<file path="src/design/bdm_pkg.sv">
// ----------------------------------------------------------------------------
// bdm_pkg
// Shared types and constants for the Bayer demosaic to YCbCr 4:2:2 core.
// ----------------------------------------------------------------------------
package bdm_pkg;

  localparam int MAX_WIDTH_DEF = 2048;

  localparam int PIX_W     = 8;
  localparam int WORD_W    = 16;
  localparam int CFG_W     = 12;
  localparam int ROW_W     = 12;
  localparam int CFG_IDX_W = 1;

  localparam logic [CFG_W-1:0] WIDTH_RST  = 12'd1920;
  localparam logic [CFG_W-1:0] HEIGHT_RST = 12'd1080;
  localparam logic [CFG_W-1:0] WIDTH_MIN  = 12'd4;
  localparam logic [CFG_W-1:0] HEIGHT_MIN = 12'd3;

  typedef enum logic [CFG_IDX_W-1:0] {
    REG_LINE_WIDTH   = 1'b0,
    REG_FRAME_HEIGHT = 1'b1
  } cfg_reg_t;

  typedef enum logic {
    CMD_PIXEL = 1'b0,
    CMD_PAD   = 1'b1
  } cmd_t;

  // 3x3 neighborhood, row-major, entry 4 is the center
  typedef logic [8:0][PIX_W-1:0] win_t;

  typedef struct packed {
    logic fire;
    logic hu;
    logic hd;
    logic hl;
    logic hr;
    logic odd_row;
    logic odd_col;
    logic last;
  } pix_ctrl_t;

  typedef struct packed {
    logic [WORD_W-1:0] ycc;
    logic              pair_last;
    logic              frame_last;
  } out_word_t;

  // color conversion arithmetic
  localparam int MAG_W   = 18;
  localparam int RECIP_W = 19;
  localparam int REC_SH  = 28;
  localparam int QW      = 8;
  // floor(a / 1000) == (a * RECIP) >> REC_SH for every a below 2**18
  localparam logic [RECIP_W-1:0] RECIP = 19'd268436;

  localparam logic [MAG_W-1:0] K_Y_R  = 18'd183;
  localparam logic [MAG_W-1:0] K_Y_G  = 18'd614;
  localparam logic [MAG_W-1:0] K_Y_B  = 18'd62;
  localparam logic [MAG_W-1:0] K_CB_R = 18'd101;
  localparam logic [MAG_W-1:0] K_CB_G = 18'd338;
  localparam logic [MAG_W-1:0] K_CB_B = 18'd439;
  localparam logic [MAG_W-1:0] K_CR_R = 18'd439;
  localparam logic [MAG_W-1:0] K_CR_G = 18'd399;
  localparam logic [MAG_W-1:0] K_CR_B = 18'd40;

  localparam logic [PIX_W-1:0] Y_OFS = 8'd16;
  localparam logic [PIX_W-1:0] C_OFS = 8'd128;

  localparam int FIFO_DEPTH = 4;

endpackage

</file>
<file path="src/design/bdm_seq.sv">
// ----------------------------------------------------------------------------
// bdm_seq
// Input and output raster counters, border flags and line store read issue.
// ----------------------------------------------------------------------------
module bdm_seq import bdm_pkg::*; #(
  parameter int MAX_WIDTH = MAX_WIDTH_DEF
) (
  input  logic                         clk,
  input  logic                         rst_n,
  input  logic                         adv,
  input  logic                         accept,
  input  logic                         restart,
  input  logic [$clog2(MAX_WIDTH):0]   width,
  input  logic [ROW_W-1:0]             height,
  input  logic                         command,
  input  logic [WORD_W-1:0]            pixel_word,
  output logic [$clog2(MAX_WIDTH)-1:0] rd_addr,
  output logic                         s1_valid,
  output logic [PIX_W-1:0]             s1_px,
  output logic [$clog2(MAX_WIDTH)-1:0] s1_addr,
  output pix_ctrl_t                    s1_ctrl
);

  localparam int COL_W = $clog2(MAX_WIDTH);
  localparam int CNT_W = COL_W + 1;

  logic [COL_W-1:0] in_col_r, in_col_nxt;
  logic [ROW_W-1:0] in_row_r, in_row_nxt;
  logic [COL_W-1:0] out_col_r, out_col_nxt;
  logic [ROW_W-1:0] out_row_r, out_row_nxt;

  logic [CNT_W-1:0] col_inc, oc_inc;
  logic [ROW_W:0]   orow_inc;
  logic             col_wrap, oc_wrap;
  pix_ctrl_t        ctrl;
  logic [PIX_W-1:0] px;

  logic             s1_valid_r;
  logic [PIX_W-1:0] s1_px_r;
  logic [COL_W-1:0] s1_addr_r;
  pix_ctrl_t        s1_ctrl_r;

  assign col_inc  = {1'b0, in_col_r} + CNT_W'(1);
  assign col_wrap = col_inc >= width;
  assign oc_inc   = {1'b0, out_col_r} + CNT_W'(1);
  assign oc_wrap  = oc_inc >= width;
  assign orow_inc = {1'b0, out_row_r} + (ROW_W+1)'(1);

  assign px = (command == CMD_PAD) ? '0 : pixel_word[PIX_W-1:0];

  always_comb begin
    ctrl.fire    = (in_row_r >= ROW_W'(2)) || ((in_row_r == ROW_W'(1)) && (in_col_r != '0));
    ctrl.hu      = out_row_r != '0;
    ctrl.hd      = orow_inc < {1'b0, height};
    ctrl.hl      = out_col_r != '0;
    ctrl.hr      = !oc_wrap;
    ctrl.odd_row = out_row_r[0];
    ctrl.odd_col = out_col_r[0];
    ctrl.last    = ctrl.fire && out_col_r[0] && !ctrl.hd && oc_wrap;
  end

  always_comb begin
    in_col_nxt  = in_col_r;
    in_row_nxt  = in_row_r;
    out_col_nxt = out_col_r;
    out_row_nxt = out_row_r;
    if (restart || (accept && ctrl.last)) begin
      in_col_nxt  = '0;
      in_row_nxt  = '0;
      out_col_nxt = '0;
      out_row_nxt = '0;
    end else if (accept) begin
      in_col_nxt = col_wrap ? '0 : col_inc[COL_W-1:0];
      if (col_wrap && (in_row_r < height)) begin
        in_row_nxt = in_row_r + ROW_W'(1);
      end
      if (ctrl.fire) begin
        out_col_nxt = oc_wrap ? '0 : oc_inc[COL_W-1:0];
        if (oc_wrap) begin
          out_row_nxt = orow_inc[ROW_W-1:0];
        end
      end
    end
  end

  always_ff @(posedge clk) begin
    if (!rst_n) begin
      in_col_r   <= '0;
      in_row_r   <= '0;
      out_col_r  <= '0;
      out_row_r  <= '0;
      s1_valid_r <= 1'b0;
    end else begin
      in_col_r  <= in_col_nxt;
      in_row_r  <= in_row_nxt;
      out_col_r <= out_col_nxt;
      out_row_r <= out_row_nxt;
      if (adv) begin
        s1_valid_r <= accept;
      end
    end
  end

  always_ff @(posedge clk) begin
    if (adv) begin
      s1_px_r   <= px;
      s1_addr_r <= in_col_r;
      s1_ctrl_r <= ctrl;
    end
  end

  assign rd_addr  = in_col_r;
  assign s1_valid = s1_valid_r;
  assign s1_px    = s1_px_r;
  assign s1_addr  = s1_addr_r;
  assign s1_ctrl  = s1_ctrl_r;

endmodule

</file>
<file path="config.mk">
export PLATFORM = sky130hd
export DESIGN_NAME = bdm_seq
export DESIGN_NICKNAME = d
export VERILOG_FILES = /design/src/design/bdm_pkg.sv /design/src/design/bdm_seq.sv
export SDC_FILE = /design/constraint.sdc
export NUM_CORES = 1
export LEC_CHECK = 0
export BUFFER_PORTS_ARGS = -buffer_cell sky130_fd_sc_hd__buf_2
export CORE_MARGIN = 2
export CORE_UTILIZATION = 30
export DETAILED_ROUTE_END_ITERATION = 7
export PLACE_DENSITY = 0.57
export RECOVER_POWER = 25
export SYNTH_ARGS = -nofsm -noshare
export SYNTH_HDL_FRONTEND = slang
export SYNTH_SLANG_ARGS = --single-unit
</file>
<file path="constraint.sdc">
create_clock -name clk -period 3.7 [get_ports clk]
set_input_delay 0.185 -clock clk [delete_from_list [all_inputs] [get_ports clk]]
set_output_delay 0.185 -clock clk [all_outputs]
set_load 0.1 [all_outputs]
</file>
==> flow_metrics.env, run 1 <==
export IMPL_post_synthesis_to_final_layout_area_growth_pct=20.7
export IMPL_setup_worst_path_end_class="flop"
export IMPL_sequentialPowerShare=0.443
export IMPL_worstSkewPairLatency_ns=0.33
export IMPL_p_sw_mw=0.508
export IMPL_synth_seq_area_share=0.372
export IMPL_grt_max_degree=47
export IMPL_biggest_area_contributors_in_the_synthesized_netlist="sky130_fd_sc_hd__dfxtp_1, sky130_fd_sc_hd__edfxtp_1, sky130_fd_sc_hd__ha_1, sky130_fd_sc_hd__xnor2_1, sky130_fd_sc_hd__nor2_1"
export IMPL_combinational_power_share=0.122
export IMPL_path_delay_family="compound AO/OA/AOI/OAI gates"
export IMPL_floorplan_initialDensity=0.308
export IMPL_ys_async_sr_fraction=0
export IMPL_holdWs_ns=0.155
export IMPL_grt_pass1_wl_um=19300
export IMPL_antenna_violating_nets_post_route=0
export IMPL_cts_buffer_depth=2
export IMPL_rrSetupSlack_ns=0.29
export IMPL_post_synth_most_frequent_cells="sky130_fd_sc_hd__ha_1, sky130_fd_sc_hd__dfxtp_1, sky130_fd_sc_hd__nor2_1, sky130_fd_sc_hd__inv_1, sky130_fd_sc_hd__xnor2_1"
export IMPL_num_rows=45
export IMPL_core_area_um2=15300
export IMPL_report_final_setup_viol=0
export IMPL_cts_hold_buffers=0
export IMPL_yosys_cell_types_count=48
export IMPL_cts_htree_levels=3
export IMPL_clock_power_share=0.436
export IMPL_drive_above_1_share=0.202
export IMPL_vias_per_cell=4.97
export IMPL_die_height_um=129
export IMPL_power_report_internal_total_mw=1.44
export IMPL_routed_wirelength_um=11800
export IMPL_avgSynthCellArea_um2=9.27
export IMPL_sw_frac_of_total=0.260
export IMPL_period_minus_slack_ns=3.41
export IMPL_cts_setup_buffers=0
export IMPL_routabilityCongestion=0.851
export IMPL_worst_endpoint_arrival_ns=3.62
export IMPL_drc_violations_left=0
export IMPL_total_leakage_power_nw=2.44
export IMPL_floorplan_io_pins=85
export IMPL_via_count=3998
export IMPL_yosys_register_bits=74
export IMPL_clk_transition_reported_paths_ns=0.06
export IMPL_irDropWorstVdd_v=0.000247
export IMPL_numPortBuffers=76
export IMPL_slew_headroom=-0.00339
export IMPL_worstHoldPathType="input pin to flop"
export IMPL_violations="capacitance limit, slew limit"
export IMPL_post_route_period_util=0.921
export IMPL_numCtsBuffers=9
export IMPL_post_synth_instance_area_um2=4710
export IMPL_starting_drc_count_in_detailed_routing=262
export IMPL_grt_pass1_vias=3895
export IMPL_syn_inst=508
export IMPL_timing_critical_path_cells="ha_1, nand3_1, nor3_2, nand3_1, xnor2_1, ha_1, nand3_1, a2111oi_1, buf_4, o41ai_2, o311ai_4, clkbuf_16, a21oi_1"
export IMPL_status="finished, violations left"
export IMPL_ctsRootBufferMaster="sky130_fd_sc_hd__clkbuf_16"
export IMPL_detailedPlacementHpwl_um=8700
export IMPL_yosysMostFrequentCell="sky130_fd_sc_hd__ha_1"
export IMPL_critical_path_max_stage_delay_ns=0.41
export IMPL_routedWlPerCell_um=14.6
export IMPL_die_area_um2=16700
export IMPL_path_buf_inv=2
export IMPL_dr_pass1_iters=4
export IMPL_yosysTopAreaCellShare=0.200
export IMPL_totalNegativeSetupSlack_ns=0
export IMPL_critPathLaunchType="flop"
export IMPL_tritoncts_clock_tree="built"
export IMPL_critical_path_class="flop to flop"
export IMPL_final_setup_skew_ns=0.00913
export IMPL_antenna_found_initial=0
export IMPL_synth_ff_type="sky130_fd_sc_hd__dfxtp_1"
export IMPL_power_per_cell_area_nw_per_um2=343
export IMPL_hold_violations=0
export IMPL_unrepaired_setup_endpoints_after_global_routing="false"
export IMPL_cp_common_cell="sky130_fd_sc_hd__nand3_1"
export IMPL_syn_num_nets=609
export IMPL_worst_slew_pin_slew_ns=1.51
export IMPL_grt_usage=0.144
export IMPL_timing_critical_path_required_ns=3.91
export IMPL_chipWidth_um=129
export IMPL_cp_slowest_cell="sky130_fd_sc_hd__dfxtp_1"
export IMPL_timing_fmax_mhz=293
export IMPL_number_of_enable_flip_flop_cells_after_synthesis=27
export IMPL_slew_violations=28
export IMPL_antenna_cells_inserted=0
export IMPL_yosys_warnings=0
export IMPL_worst_path_max_fanout=23
export IMPL_max_cap_check_violation_count=1
export IMPL_cts_sink_count=74
export IMPL_globalRouteOverflowTotal=0
export IMPL_synth_top_area_cell="sky130_fd_sc_hd__dfxtp_1"
export IMPL_final_nets=690
[stage by stage]
stage / instance area [um2] / total power [mW] / util / worst slack [ns] / instances
after floorplan: 4710 / 1.06 / - / 0.000494 / 508
after global placement: 5340 / 1.11 / 0.350 / 0.133 / 788
after detailed placement: 5340 / 1.12 / 0.350 / 0.0965 / 788
after CTS: 5640 / 1.97 / 0.369 / 0.0361 / 804
after global routing: 5680 / 2.02 / 0.372 / 0.0139 / 805
final: 5680 / 1.95 / 0.372 / 0.292 / 805
[power by group through the flow]
stage	clock, mW	combinational [mW]	sequential [mW]
2_1_floorplan	0	0.0600	0.998
3_3_place_gp	0	0.230	0.881
3_5_place_dp	0	0.235	0.881
4_1_cts	0.870	0.235	0.864
5_1_grt	0.901	0.254	0.866
6_report	0.850	0.237	0.864
[routing by layer]
metal	track usage	wire length (um)
met1	0.201	5550
met3	0.0244	694
met5	0	0
met2	0.231	5380
met4	0.0396	147
[cell usage in the layout (no fill, tap or decap), drive strengths merged, types with 2 or more instances in the layout]
cell type and instances:
inv 40, dfxtp 47, a2111oi 4, nor2 45
clkinv 3, nor4 11, xor2 12, nand2b 9
o21ai 10, a211oi 9, and3 7, nor2b 16
xnor2 38, nand4 15, buf 84, a31oi 3
nor3 12, nand3 27, or3 2, clkbuf 17
nor4b 3, or4 4, edfxtp 27, ha 55
a211o 3, nand2 30, a221oi 2, a2bb2oi 2
a21oi 27, or2 6, a21o 12, o21a 2
[sequential cells by signal, indices dropped and copies added, names as in the netlist]
name and count:
in_row_r 12, out_col_r 11, out_row_r 12, rd_addr 11, s1_addr 11, s1_ctrl 8, s1_px 8, s1_valid 1
[cell type report]
| cell class | count | area (um2) |
|---|---|---|
| well taps | 211 | 264 |
| inverters | 41 | 154 |
| multi-input cells | 376 | 2720 |
| clock inverters | 2 | 10.0 |
| clock buffers | 14 | 285 |
| repair buffers | 87 | 490 |
| fillers | 1549 | 9580 |
| flip-flops and latches | 74 | 1750 |
[logic make-up (layout without fill, tap and decap cells)]
logic type                 after synthesis  count (layout)  share of synthesized area
muxes                                    1               1                    0.00213
and+or+nand+nor                        192             192                      0.215
DFF                                     74              74                      0.372
AOI/OAI and AO/OA                       78              78                      0.118
adders and majority gates               55              55                      0.146
buffers and inverters                   58             144                     0.0542
xor gates and xnor gates                50              50                     0.0930
[final timing paths]
| check | to | cells after the start | start |
|---|---|---|---|
| worst max register to register | out_col_r[5]$_SDFFE_PP0P_ | 13 | out_row_r[1]$_SDFFE_PP0P_ |
| worst min-delay path | s1_px[4]$_SDFFCE_PP0P_ | 2 | pixel_word[4] |
| worst min register to register | out_col_r[4]$_SDFFE_PP0P_ | 2 | out_col_r[4]$_SDFFE_PP0P_ |
| worst max-delay path | out_col_r[5]$_SDFFE_PP0P_ | 13 | out_row_r[1]$_SDFFE_PP0P_ |
[repair_timing]
| action | CTS | global route |
|---|---|---|
| hold endpoints to repair | 0 | 0 |
| gates resized for setup | 0 | 6 |
| endpoints found under the setup margin | 0 | 46 |
No activity file was read; power rests on OpenSTA's default activity.
==> run 2: changes to the inputs <==
- CORE_ASPECT_RATIO: default -> 1.4
==> flow_metrics.env, run 2 (synthesis gave the netlist of run 1 again) <==
export IMPL_status="finished, violations left"
export IMPL_violations="capacitance limit, slew limit"
export IMPL_worst_endpoint_arrival_ns=3.66
export IMPL_rrSetupSlack_ns=0.27
export IMPL_num_rows=54
export IMPL_slew_headroom=-0.0790
export IMPL_mostFrequentLayoutCell="sky130_fd_sc_hd__buf_2"
export IMPL_cts_sink_count=74
export IMPL_groute_layer_met2_usage=0.239
export IMPL_worst_slack_ns=0.266
export IMPL_preCtsSetupSlack_ns=0.113
export IMPL_globalRouteOverflowTotal=0
export IMPL_starting_drc_count_in_detailed_routing=154
export IMPL_vias_per_cell=4.99
export IMPL_critPathLaunchType="flop"
export IMPL_irDropWorstVdd_v=0.000199
export IMPL_detailedPlacementHpwl_um=8770
export IMPL_critical_path_class="flop to flop"
export IMPL_final_setup_skew_ns=0.00440
export IMPL_grt_pass1_vias=3938
export IMPL_timing_critical_path_required_ns=3.92
export IMPL_worst_path_max_fanout=23
export IMPL_drive_above_1_share=0.205
export IMPL_grt_max_degree=47
export IMPL_antenna_violating_nets_post_route=0
export IMPL_via_count=3946
export IMPL_floorplan_initialDensity=0.304
export IMPL_grt_usage=0.140
export IMPL_totalNegativeSetupSlack_ns=0
export IMPL_power_per_cell_area_nw_per_um2=341
export IMPL_die_area_um2=16700
export IMPL_post_layout_nonfiller_instances=790
export IMPL_worstSkewPairLatency_ns=0.33
export IMPL_numCtsBuffers=9
export IMPL_globalRouteMet1Util=0.163
export IMPL_slew_violations=29
export IMPL_routed_wirelength_um=11700
export IMPL_routabilityCongestion=0.865
export IMPL_chipWidth_um=110
export IMPL_report_final_setup_viol=0
export IMPL_hold_violations=0
export IMPL_routedWlPerCell_um=14.9
export IMPL_clk_transition_reported_paths_ns=0.06
export IMPL_antenna_cells_inserted=0
export IMPL_post_route_period_util=0.928
export IMPL_registers_with_the_most_flip_flops="in_row_r: 12 flops, out_row_r: 12 flops"
export IMPL_floorplan_io_pins=85
export IMPL_worstHoldPathType="input pin to flop"
export IMPL_cts_buffer_depth=2
export IMPL_total_leakage_power_nw=2.43
export IMPL_max_cap_check_violation_count=1
export IMPL_antenna_found_initial=0
export IMPL_cts_htree_levels=3
export IMPL_final_nets=690
export IMPL_core_area_um2=15500
export IMPL_grt_pass1_wl_um=18600
export IMPL_unrepaired_setup_endpoints_after_global_routing="false"
export IMPL_die_height_um=152
export IMPL_most_frequent_cells_in_the_layout="sky130_fd_sc_hd__buf_2, sky130_fd_sc_hd__ha_1, sky130_fd_sc_hd__dfxtp_1, sky130_fd_sc_hd__nor2_1, sky130_fd_sc_hd__inv_1"
export IMPL_worst_slew_pin_slew_ns=1.62
export IMPL_timing_fmax_mhz=291
export IMPL_met3_usage=0.0321
export IMPL_ctsRootBufferMaster="sky130_fd_sc_hd__clkbuf_16"
export IMPL_dr_pass1_iters=4
export IMPL_period_minus_slack_ns=3.43
export IMPL_cts_hold_buffers=0
export IMPL_setup_worst_path_end_class="flop"
export IMPL_final_util=0.366
export IMPL_tritoncts_clock_tree="built"
export IMPL_grt_busiest_layer="met2"
export IMPL_numPortBuffers=76
export IMPL_drc_violations_left=0
export IMPL_dpl_cell_count=773
export IMPL_post_synthesis_to_final_layout_area_growth_pct=20.3
run 2: cell types whose count changed in the layout (fill, tap and decap cells not counted), moves of 2 or more:
| cell | change |
|---|---|
| sky130_fd_sc_hd__clkbuf_1 | -2 |
| sky130_fd_sc_hd__clkinvlp_4 | +2 |
| sky130_fd_sc_hd__dfxtp_1 | +2 |
| sky130_fd_sc_hd__dfxtp_2 | -2 |
run 2: cell type report:
cell class	instances	area, um2
sequential	74	1750
timing repair buffer	87	490
multi-input combinational	376	2730
clock inverter	4	25.0
fill	1582	9810
inverter	41	154
clock buffer	12	267
tap	196	245
run 2: metrics by stage:
step	power, mW	instance area [um2]	hold slack (ns)
after floorplan	1.06	4710	0.297
after global placement	1.11	5320	0.458
after detailed placement	1.12	5320	0.467
after CTS	1.96	5610	0.114
after global routing	2.01	5660	0.138
final	1.93	5660	0.123
run 2: what timing repair did:
item,in CTS,in global routing
gates resized for setup,0,6
buffers inserted,0,0
endpoints found under the setup margin,0,46
run 2: layer usage:
layer,vias up,share of wire,routed length [um]
li1,1968,-,-
met1,1844,0.43,5000
met2,116,0.51,6000
met3,18,0.047,556
met4,0,0.016,187
met5,-,0,0
run 2: power breakdown:
| part | internal, mW | switching, mW |
|---|---|---|
| clock | 0.506 | 0.326 |
| sequential | 0.859 | 0.00487 |
| combinational | 0.0537 | 0.182 |
run 2: final timing paths:
check / from / to / depth (start not counted)
setup / recovery: out_row_r[0]$_SDFFE_PP0P_ / out_row_r[7]$_SDFFE_PP0P_ / 13
hold / removal: rst_n / s1_valid$_SDFFE_PN0P_ / 2
setup reg to reg: out_row_r[0]$_SDFFE_PP0P_ / out_row_r[7]$_SDFFE_PP0P_ / 13
hold reg to reg: out_row_r[0]$_SDFFE_PP0P_ / s1_ctrl[2]$_DFFE_PP_ / 0
run 2: worst max-delay path, stage by stage (launching register included):
cell and delay, ns:
sky130_fd_sc_hd__dfxtp_1 0.39, sky130_fd_sc_hd__ha_1 0.24, sky130_fd_sc_hd__nand3_1 0.19, sky130_fd_sc_hd__nor3_2 0.31
sky130_fd_sc_hd__nand3_1 0.15, sky130_fd_sc_hd__xnor2_1 0.15, sky130_fd_sc_hd__ha_1 0.30, sky130_fd_sc_hd__nand3_1 0.10
sky130_fd_sc_hd__a2111oi_0 0.42, sky130_fd_sc_hd__buf_4 0.19, sky130_fd_sc_hd__o41ai_2 0.12, sky130_fd_sc_hd__o311ai_4 0.41
sky130_fd_sc_hd__clkbuf_16 0.29, sky130_fd_sc_hd__nor2_1 0.06
==> run 3: changes to the inputs <==
- CTS_BUF_LIST: default -> sky130_fd_sc_hd__clkbuf_16
==> flow_metrics.env, run 3 (synthesis gave the netlist of run 1 again) <==
export IMPL_post_layout_nonfiller_instances=790
export IMPL_timing_fmax_mhz=290
export IMPL_post_synthesis_to_final_layout_area_growth_pct=19.7
export IMPL_clock_power_share=0.413
export IMPL_vias_per_cell=4.99
export IMPL_via_count=3946
export IMPL_report_final_setup_viol=0
export IMPL_dr_pass1_iters=4
export IMPL_power_per_cell_area_nw_per_um2=333
export IMPL_cp_common_cell="sky130_fd_sc_hd__nand3_1"
export IMPL_final_nets=690
export IMPL_core_area_um2=15500
export IMPL_reg_to_reg_start="out_row_r[2]$_SDFFE_PP0P_"
export IMPL_cts_setup_buffers=0
export IMPL_dpl_cell_count=773
export IMPL_registers_with_the_most_flip_flops="in_row_r: 12 flops, out_row_r: 12 flops"
export IMPL_min_to="s1_valid$_SDFFE_PN0P_"
export IMPL_drc_violations_left=0
export IMPL_numPortBuffers=76
export IMPL_cts_htree_levels=3
export IMPL_combinational_power_share=0.126
export IMPL_timing_critical_path_cells="nand3_2, nor3_2, and3_1, nand3_1, xnor2_1, ha_1, nand3_1, a2111oi_0, buf_4, o41ai_2, o311ai_4, clkbuf_16, nor2_1"
export IMPL_layout_filler_cells=1586
export IMPL_max_cap_check_violation_count=1
export IMPL_grt_usage=0.141
export IMPL_clk_transition_reported_paths_ns=0.06
export IMPL_routabilityCongestion=0.865
export IMPL_antenna_violating_nets_post_route=0
export IMPL_cts_buffer_depth=2
export IMPL_globalRouteOverflowTotal=0
export IMPL_period_minus_slack_ns=3.45
export IMPL_timing_critical_path_required_ns=3.93
export IMPL_hold_path_startpoint="rst_n"
export IMPL_cts_sink_count=74
export IMPL_status="finished, violations left"
export IMPL_die_height_um=152
export IMPL_num_rows=54
export IMPL_worst_path_max_fanout=23
export IMPL_worstHoldPathType="input pin to flop"
export IMPL_ctsRootBufferMaster="sky130_fd_sc_hd__clkbuf_16"
export IMPL_totalNegativeSetupSlack_ns=0
export IMPL_violations="capacitance limit, slew limit"
export IMPL_setup_worst_path_end_class="flop"
export IMPL_routedWlPerCell_um=14.9
export IMPL_sw_frac_of_total=0.276
export IMPL_final_setup_skew_ns=0.00477
export IMPL_worst_slew_pin_slew_ns=1.63
export IMPL_sequentialPowerShare=0.461
export IMPL_numCtsBuffers=9
export IMPL_rrSetupSlack_ns=0.25
export IMPL_cp_slowest_cell="sky130_fd_sc_hd__dfxtp_1"
export IMPL_grt_pass1_wl_um=18700
export IMPL_floorplan_initialDensity=0.304
export IMPL_total_leakage_power_nw=2.41
export IMPL_post_route_period_util=0.933
export IMPL_detailedPlacementHpwl_um=8770
export IMPL_die_area_um2=16700
export IMPL_worst_endpoint_arrival_ns=3.68
export IMPL_reg_to_reg_end="out_row_r[7]$_SDFFE_PP0P_"
export IMPL_routed_wirelength_um=11800
export IMPL_critical_path_class="flop to flop"
export IMPL_p_sw_mw=0.518
export IMPL_mostFrequentLayoutCell="sky130_fd_sc_hd__buf_2"
export IMPL_most_frequent_cells_in_the_layout="sky130_fd_sc_hd__buf_2, sky130_fd_sc_hd__ha_1, sky130_fd_sc_hd__dfxtp_1, sky130_fd_sc_hd__nor2_1, sky130_fd_sc_hd__inv_1"
export IMPL_unrepaired_setup_endpoints_after_global_routing="false"
export IMPL_r2r_cells=13
export IMPL_antenna_found_initial=0
export IMPL_grt_pass1_vias=3954
export IMPL_critical_path_max_stage_delay_ns=0.47
export IMPL_floorplan_io_pins=85
export IMPL_tritoncts_clock_tree="built"
export IMPL_slew_headroom=-0.0853
export IMPL_drive_above_1_share=0.200
export IMPL_slew_violations=29
export IMPL_chipWidth_um=110
export IMPL_startpoint="out_row_r[2]$_SDFFE_PP0P_"
export IMPL_critPathLaunchType="flop"
export IMPL_ctsResizeCount=0
export IMPL_hold_path_cell_count=2
export IMPL_power_report_internal_total_mw=1.36
export IMPL_cts_hold_buffers=0
export IMPL_worstSkewPairLatency_ns=0.34
export IMPL_starting_drc_count_in_detailed_routing=162
export IMPL_hold_violations=0
export IMPL_antenna_cells_inserted=0
export IMPL_grt_max_degree=47
export IMPL_p_total_mw=1.87
export IMPL_irDropWorstVdd_v=0.000181
run 3: worst max-delay path: cells and delay by family, from the launching register on:
kind,cells,cell delay [ns]
adders and majority gates,1,0.31
AOI/OAI and AO/OA,3,0.95
DFF,1,0.47
buffers and inverters,2,0.48
xor gates and xnor gates,1,0.17
and+or+nand+nor,6,0.95
run 3: power groups by stage:
stage | clock network (mW) | logic (mW) | registers, mW
6_report | 0.774 | 0.236 | 0.864
5_1_grt | 0.831 | 0.253 | 0.866
4_1_cts | 0.792 | 0.235 | 0.864
3_5_place_dp | 0 | 0.234 | 0.882
3_3_place_gp | 0 | 0.232 | 0.881
2_1_floorplan | 0 | 0.0600 | 0.998
run 3: per-layer routing:
metal  up-vias  global-route usage  wire length, um
met5         -                   0                0
met4         0              0.0663              255
met3        24              0.0321              566
met2       108               0.240             5920
met1      1848               0.163             5050
li1       1966                   -                -
run 3: cell type report:
type	instances	area (um2)	area share
clock buffers	9	225	0.0400
clock inverters	7	36.3	0.00644
inverters	41	154	0.0273
multi-input cells	376	2730	0.485
flip-flops and latches	74	1750	0.311
well taps	196	245	0.0435
repair buffers	87	490	0.0871
run 3: how the worst max path moves through the flow:
stage | depth (start not counted) | to | slack [ns]
after floorplan | 13 | in_row_r[3]$_SDFFE_PP0P_ | 0.0005
final | 13 | out_row_r[7]$_SDFFE_PP0P_ | 0.25
after CTS | 13 | in_row_r[1]$_SDFFE_PP0P_ | 0.07
after detailed placement | 13 | in_row_r[1]$_SDFFE_PP0P_ | 0.11
after global routing | 14 | out_col_r[2]$_SDFFE_PP0P_ | 0.006
after global placement | 13 | in_row_r[1]$_SDFFE_PP0P_ | 0.16
run 3: through the flow:
step	utilization	area [um2]	hold slack (ns)	setup slack (ns)
3_3_place_gp	0.344	5320	0.458	0.162
3_5_place_dp	0.344	5320	0.467	0.113
4_1_cts	0.361	5580	0.114	0.0701
2_1_floorplan	-	4710	0.297	0.000494
6_report	0.364	5630	0.118	0.249
5_1_grt	0.364	5630	0.138	0.00613
